`src/pms_pkg.sv`:
```
// Shared types and constants for the per-pixel mean stacker.
// No dependencies; every other file of the block uses this package.
package pms_pkg;

	// field widths
	localparam int COLOR_W  = 2;
	localparam int PIXEL_W  = 12;
	localparam int SAMPLE_W = 16;
	localparam int MEAN_W   = 24;
	localparam int SUM_W    = 32;
	localparam int COUNT_W  = 16;
	localparam int FRAC_W   = 8;
	localparam int QUO_W    = SUM_W + FRAC_W;

	// parameter defaults
	localparam int COLORS_DEF      = 3;
	localparam int PIXELS_DEF      = 4096;
	localparam int SAMPLE_BITS_DEF = 16;

	// command queue between front and back
	localparam int FIFO_DEPTH = 2;

	// register port
	localparam int PADDR_W   = 3;
	localparam int PDATA_W   = 32;
	localparam int REG_IDX_W = PADDR_W - 2;
	localparam logic [REG_IDX_W-1:0] REG_EMPTY_VALUE = REG_IDX_W'(0);

	localparam logic [COUNT_W-1:0] COUNT_MAX = '1;

	// command field codes
	localparam logic CMD_ACC  = 1'b0;
	localparam logic CMD_READ = 1'b1;

	typedef enum logic [1:0] {
		KIND_ACC,
		KIND_READ,
		KIND_READ_NONE
	} pms_kind_t;

	typedef struct packed {
		pms_kind_t             kind;
		logic [COLOR_W-1:0]    color;
		logic [PIXEL_W-1:0]    pixel;
		logic [SAMPLE_W-1:0]   sample;
	} pms_cmd_t;

	typedef struct packed {
		logic [SUM_W-1:0]   sum;
		logic [COUNT_W-1:0] count;
	} pms_word_t;

endpackage

```
`src/pms_fifo.sv`:
```
// Short command queue between front and back end.
// Depends on pms_pkg.
module pms_fifo (
	input  logic                clk,
	input  logic                arst_n,
	input  logic                push,
	input  pms_pkg::pms_cmd_t   din,
	output logic                full,
	input  logic                pop,
	output pms_pkg::pms_cmd_t   dout,
	output logic                empty
);
	import pms_pkg::*;

	localparam int PW = (FIFO_DEPTH > 1) ? $clog2(FIFO_DEPTH) : 1;
	localparam int CW = $clog2(FIFO_DEPTH + 1);

	pms_cmd_t        slot_q [FIFO_DEPTH];
	logic [PW-1:0]   wr_q;
	logic [PW-1:0]   rd_q;
	logic [CW-1:0]   cnt_q;

	assign full  = (cnt_q == CW'(FIFO_DEPTH));
	assign empty = (cnt_q == '0);
	assign dout  = slot_q[rd_q];

	always_ff @(posedge clk) begin
		if (push) begin
			slot_q[wr_q] <= din;
		end
	end

	always_ff @(posedge clk or negedge arst_n) begin
		if (!arst_n) begin
			wr_q  <= '0;
			rd_q  <= '0;
			cnt_q <= '0;
		end else begin
			if (push) begin
				wr_q <= (wr_q == PW'(FIFO_DEPTH - 1)) ? '0 : wr_q + PW'(1);
			end
			if (pop) begin
				rd_q <= (rd_q == PW'(FIFO_DEPTH - 1)) ? '0 : rd_q + PW'(1);
			end
			if (push && !pop) begin
				cnt_q <= cnt_q + CW'(1);
			end else if (pop && !push) begin
				cnt_q <= cnt_q - CW'(1);
			end
		end
	end
endmodule

```
`config.mk`:
```
export PLATFORM = sky130hd
export DESIGN_NAME = pms_fifo
export DESIGN_NICKNAME = d
export VERILOG_FILES = /design/src/pms_pkg.sv /design/src/pms_fifo.sv
export SDC_FILE = /design/constraint.sdc
export NUM_CORES = 1
export LEC_CHECK = 0
export BUFFER_PORTS_ARGS = -buffer_cell sky130_fd_sc_hd__buf_2
export CAP_MARGIN = 10
export CORE_ASPECT_RATIO = 0.75
export CORE_UTILIZATION = 50
export DETAILED_ROUTE_END_ITERATION = 16
export GPL_ROUTABILITY_DRIVEN = 0
export MAX_ROUTING_LAYER = met4
export PLACE_DENSITY = 0.74
export SLEW_MARGIN = 0
export SYNTH_ARGS = -nofsm -noshare
export SYNTH_HDL_FRONTEND = slang
export SYNTH_SLANG_ARGS = --single-unit
```
`constraint.sdc`:
```
create_clock -name clk -period 6.8 [get_ports clk]
set_input_delay 0.68 -clock clk [delete_from_list [all_inputs] [get_ports clk]]
set_output_delay 0.68 -clock clk [all_outputs]
set_load 0.1 [all_outputs]
```
==> results.toml, run 1 <==
[drt]
drt.antenna.violating_nets = 0
drc = 0
drt_first_pass_iters = 3
wire_per_inst_microns = 14.1
num_vias = 1266
drt-initial-drc-count = 60
route.detailed.vias_per_inst = 4.69
wirelength_microns = 3820

[floorplanning]
dieWidth_microns = 86.0
design.portCount = 70
row_count = 22
die_height_microns = 65.0
design.die.area_sq_um = 5600
start_util_pct = 53.2
coreArea_sq_um = 4980

[cts]
ctsRootBufferMaster = "sky130_fd_sc_hd__clkbuf_8"
cts-root-to-sink-buffers = 2
cts_made_buffers = 9
post_cts_setup_repair_bufs = 0
tritoncts = "done"
cts_repair_resize_count = 0
ctsHoldBuffers = 0
cts_num_sinks = 68
clkLatencyLatePin_ns = 0.33
clkSlewWorstSetupHoldPaths_ns = 0.07
h-tree-depth = 3

[timing]
final_hold_viol_count = 0
totalNegativeSetupSlack_ns = 0
hold_ws_ns = 0.132
relSlewSlack_pct = 33.8
worst-slew-pin-transition_ns = 0.993
maxSlewViolCount = 0
setup_violations = 0
rsz_0062_raised_after_global_routing = "no"
period_needed_ns = 2.78
timing.clock.skew_ns = 0.00736
fmax_mhz = 359
final_min_period_over_clock_period_pct = 40.9

[synth]
yosysUniqueCellTypes = 13
post_synth_inst_count = 116
ys_async_sr_fraction_pct = 5.88
yosysMostFrequentCell = "sky130_fd_sc_hd__edfxtp_1"
synth_warnings = 0
yosys_register_bits = 68
syn-mean-instance-area_sq_um = 22.8
yosysSeqAreaShare_pct = 76.3
mappedNetlistNets = 153
number_of_enable_type_register_cells_in_the_synthesized_netlist = 64
ys.flop_type = "sky130_fd_sc_hd__edfxtp_1"
synth.cells.most_frequent = "sky130_fd_sc_hd__edfxtp_1, sky130_fd_sc_hd__mux2_4, sky130_fd_sc_hd__dfrtp_1, sky130_fd_sc_hd__xor2_1"
synth.top_cell.area_share_pct = 72.6
synth.cell_area_sq_um = 2650
yosysTopAreaCell = "sky130_fd_sc_hd__edfxtp_1"
synth.top_cells.by_area = "sky130_fd_sc_hd__edfxtp_1, sky130_fd_sc_hd__mux2_4, sky130_fd_sc_hd__dfrtp_1"

[critical_path]
setup.worst_path.end_class = "output port"
required_ns = 6.12
crit_path_max_incr_delay_ns = 1.03
reg2reg_depth = 1
worst-endpoint-arrival_ns = 2.10
reg2reg_slack_ns = 5.24
critical_path_class = "register to output port"
rr_endpoint = "slot_q[0][16]$_DFFE_PP_"
critical_path.startpoint_type = "register"
r2r_start = "wr_q$_DFFE_PN0P_"
timing.critical_path.fanout_max = 33
critPathSlowestCell = "sky130_fd_sc_hd__dfrtp_2"
cp_cell_sequence = "mux2_2, buf_2"

[finish]
synthToLayoutAreaGrowth_pct = 22.5
n_fill_cell = 359
fin_nets = 230
antenna_cells_inserted = 0
final_layout_size_suffix_gt1_share_pct = 60.1

[global_routing]
grt_usage_pct = 16.2
grt_pass1_wl_microns = 6040
grt_overflow_total = 0
pin_count_of_the_biggest_net_entering_global_routing = 34
first_global_vias = 1310
number_of_antenna_violations_at_the_first_check_in_global_routing = 0

[job]
drv.max_cap_violation_count = 0

[min_path]
tightest_hold_check_type = "input port to asynchronous set/reset pin"

[place]
numPortBuffers = 69
hpwl_microns = 2580

[outcome]
outcome = "completed"
==> state kept, by name (all words and copies together), names as in the netlist <==
signal / cells
rd_q: 1
cnt_q: 2
slot_q: 64
wr_q: 1
==> per-stage QoR <==
stage | cells | utilization, % | setup WS [ns] | area, sq um
after floorplan | 116 | - | 4.25 | 2650
after detailed placement | 254 | 60.8 | 4.34 | 3030
final | 270 | 65.1 | 4.02 | 3240
after global placement | 254 | 60.8 | 4.39 | 3030
after global routing | 270 | 65.1 | 3.89 | 3240
after CTS | 270 | 65.1 | 3.96 | 3240
==> routing by layer <==
layer | GRT usage [%] | part of all wire [%] | vias to the layer above
met1 | 19.1 | 43 | 609
met5 | - | 0 | -
met4 | 5.63 | 0.34 | 0
li1 | - | - | 600
met3 | 8.92 | 7.5 | 2
met2 | 23.7 | 49 | 55
==> kinds of logic (layout without fill, tap and decap cells) <==
family,count (synthesis),in the layout,share of synthesized area [%]
flip-flops,68,68,76.3
multiplexers,32,32,17.7
XOR/XNOR,5,5,1.65
AND/OR/NAND/NOR,5,5,0.992
buffers and inverters,5,87,2.83
adder cells (fa/ha/maj),1,1,0.472
==> worst max path at each step <==
stage	start	slack (ns)	end	cells past startpoint
floorplan	push	4.25	slot_q[0][0]$_DFFE_PP_	1
global placement	rd_q$_DFFE_PN0P_	4.39	dout[30]	2
detailed placement	rd_q$_DFFE_PN0P_	4.34	dout[12]	2
CTS	rd_q$_DFFE_PN0P_	3.96	dout[12]	2
global route	rd_q$_DFFE_PN0P_	3.89	dout[11]	2
finish	rd_q$_DFFE_PN0P_	4.02	dout[16]	2
==> cell type report <==
| cell class | instances | area [sq um] | area share (%) |
|---|---|---|---|
| Sequential cell | 68 | 2020 | 62.4 |
| Multi-Input combinational cell | 43 | 559 | 17.2 |
| Timing Repair Buffer | 70 | 353 | 10.9 |
| Clock buffer | 9 | 124 | 3.82 |
| Clock inverter | 7 | 91.3 | 2.82 |
| Tap cell | 72 | 90.1 | 2.78 |
| Inverter | 1 | 3.75 | 0.116 |
==> cell usage in the layout, fill, tap and decap left out <==
cell,Yosys,layout
sky130_fd_sc_hd__buf_2,0,69
sky130_fd_sc_hd__buf_4,0,1
sky130_fd_sc_hd__ha_1,1,1
sky130_fd_sc_hd__xnor2_1,1,1
sky130_fd_sc_hd__nor2_1,2,2
sky130_fd_sc_hd__clkinv_4,0,2
sky130_fd_sc_hd__dfrtp_2,0,1
sky130_fd_sc_hd__clkinv_2,0,2
sky130_fd_sc_hd__and2_1,1,1
sky130_fd_sc_hd__mux2_4,29,29
sky130_fd_sc_hd__clkinv_1,0,1
sky130_fd_sc_hd__bufinv_16,0,2
sky130_fd_sc_hd__edfxtp_1,64,64
sky130_fd_sc_hd__clkbuf_8,0,9
sky130_fd_sc_hd__xor2_1,4,4
sky130_fd_sc_hd__mux2_2,3,3
sky130_fd_sc_hd__nor2b_1,2,1
sky130_fd_sc_hd__nor2b_4,0,1
sky130_fd_sc_hd__dfrtp_1,4,3
sky130_fd_sc_hd__inv_1,1,1
==> worst max-delay path: cells and delay by family (launching register included) <==
family   cells  cell delay, ns
flops        1            1.03
buf+inv      1            0.43
mux          1            0.31
Power of run 1 is left out: the tool's default activity adds up to more than one toggle a clock period on the data nets, which glitch-free logic cannot reach.
==> inputs of run 2 (changes only) <==
- clock period: 6.8 -> 2.7 ns (I/O delays scaled with it)
==> run 2 against run 1 <==
  * Non-clock buffer count is 3 higher
  * Largest cell class unchanged
  * Highest routed layer unchanged
  * Hold slack got worse by 0.0027 ns
  * Critical path type unchanged
  * Routed wire length increased by 2.1%
==> results.toml, run 2 (synthesis gave the netlist of run 1 again) <==
[critical_path]
critical_path.n_buffers_inverters = 2
cp_cell_sequence = "buf_12, mux2_4, buf_2"
critPathSlowestCell = "sky130_fd_sc_hd__dfrtp_2"
cpLargestDelayFamily = "flip-flops"
reg2reg_slack_ns = 1.40
critical_path.startpoint_type = "register"
worst-endpoint-arrival_ns = 1.86
timing.critical_path.fanout_max = 18
setup.worst_path.end_class = "output port"
required_ns = 2.43
crit_path_max_incr_delay_ns = 0.67
critical_path_class = "register to output port"

[place]
postPlaceCellArea_sq_um = 3060
placement.setup.worst_slack_ns = 0.897
hpwl_microns = 2680
numPortBuffers = 69

[timing]
fmax_mhz = 469
relSlewSlack_pct = 66.9
maxSlewViolCount = 0
timing.clock.skew_ns = 0.00599
final_hold_viol_count = 0
totalNegativeSetupSlack_ns = 0
setup_ws_ns = 0.568
period_needed_ns = 2.13
worst-slew-pin-transition_ns = 0.500
setup_violations = 0
rsz_0062_raised_after_global_routing = "no"
final_min_period_over_clock_period_pct = 79.0

[cts]
ctsRootBufferMaster = "sky130_fd_sc_hd__clkbuf_8"
cts_made_buffers = 9
h-tree-depth = 3
post_cts_setup_repair_bufs = 0
cts_num_sinks = 68
cts-root-to-sink-buffers = 2
clkLatencyLatePin_ns = 0.33
cts_repair_resize_count = 0
tritoncts = "done"
clkSlewWorstSetupHoldPaths_ns = 0.06

[floorplanning]
design.die.area_sq_um = 5600
design.portCount = 70
dieWidth_microns = 86.0
coreArea_sq_um = 4980
start_util_pct = 53.2
row_count = 22
die_height_microns = 65.0

[finish]
final_common_cell = "sky130_fd_sc_hd__buf_2"
fin_nets = 233
final_layout_size_suffix_gt1_share_pct = 57.7
mostFrequentLayoutCells = "sky130_fd_sc_hd__buf_2, sky130_fd_sc_hd__edfxtp_1, sky130_fd_sc_hd__mux2_4, sky130_fd_sc_hd__clkbuf_8, sky130_fd_sc_hd__clkbuf_1"
n_fill_cell = 369
fin_area_sq_um = 3230
finalCoreUtilization_pct = 64.8
regMostFlops = "slot_q"
layout_top_registers = "slot_q: 64 flops, cnt_q: 2 flops"
synthToLayoutAreaGrowth_pct = 21.8
largest_register_ffs = 64
antenna_cells_inserted = 0

[global_routing]
number_of_antenna_violations_at_the_first_check_in_global_routing = 0
pin_count_of_the_biggest_net_entering_global_routing = 33
grt_usage_pct = 15.6
first_global_vias = 1262
grt_pass1_wl_microns = 5810
grt_overflow_total = 0

[drt]
drt.antenna.violating_nets = 0
drt-initial-drc-count = 27
num_vias = 1280
route.detailed.vias_per_inst = 4.69
drc = 0
drt_first_pass_iters = 4
wirelength_microns = 3900
wire_per_inst_microns = 14.3

[job]
drv.max_cap_violation_count = 0

[outcome]
outcome = "completed"

[min_path]
tightest_hold_check_type = "input port to register"
run 2: cell type report:
type,instances,area [sq um],share of cell area [%]
multi-input combinational,43,559,17.3
clock inverter,1,3.75,0.116
sequential,68,2020,62.7
tap,72,90.1,2.79
clock buffer,15,156,4.85
inverter,1,3.75,0.116
timing repair buffer,73,390,12.1
run 2: path summary, 6_finish.rpt:
kind | from | end | depth (start not counted)
max in group asynchronous | arst_n | rd_q$_DFFE_PN0P_ | 2
hold / removal | din[3] | slot_q[0][3]$_DFFE_PP_ | 1
setup / recovery | rd_q$_DFFE_PN0P_ | dout[9] | 3
min in group asynchronous | arst_n | cnt_q[1]$_DFFE_PN0P_ | 2
hold reg to reg | cnt_q[1]$_DFFE_PN0P_ | cnt_q[1]$_DFFE_PN0P_ | 1
setup reg to reg | wr_q$_DFFE_PN0P_ | slot_q[1][16]$_DFFE_PP_ | 2
run 2: per-stage QoR:
stage                     std cells  hold slack [ns]
final                           273            0.129
after detailed placement        256           0.0799
after floorplan                 116          -0.0256
after global routing            273            0.108
after CTS                       273            0.109
after global placement          256           0.0761
run 2: timing repair:
item,in CTS,in global routing
endpoints found under the hold margin,4,0
setup endpoints to repair,0,0
hold buffers,1,0
run 2: metal layers:
metal | GRT usage (%) | wire, microns | vias up
li1 | - | - | 607
met1 | 17.5 | 1620 | 611
met2 | 24.4 | 1920 | 54
met3 | 7.01 | 300 | 8
met4 | 6.25 | 55 | 0
met5 | - | 0 | -
Power of run 2 is left out for the same reason.
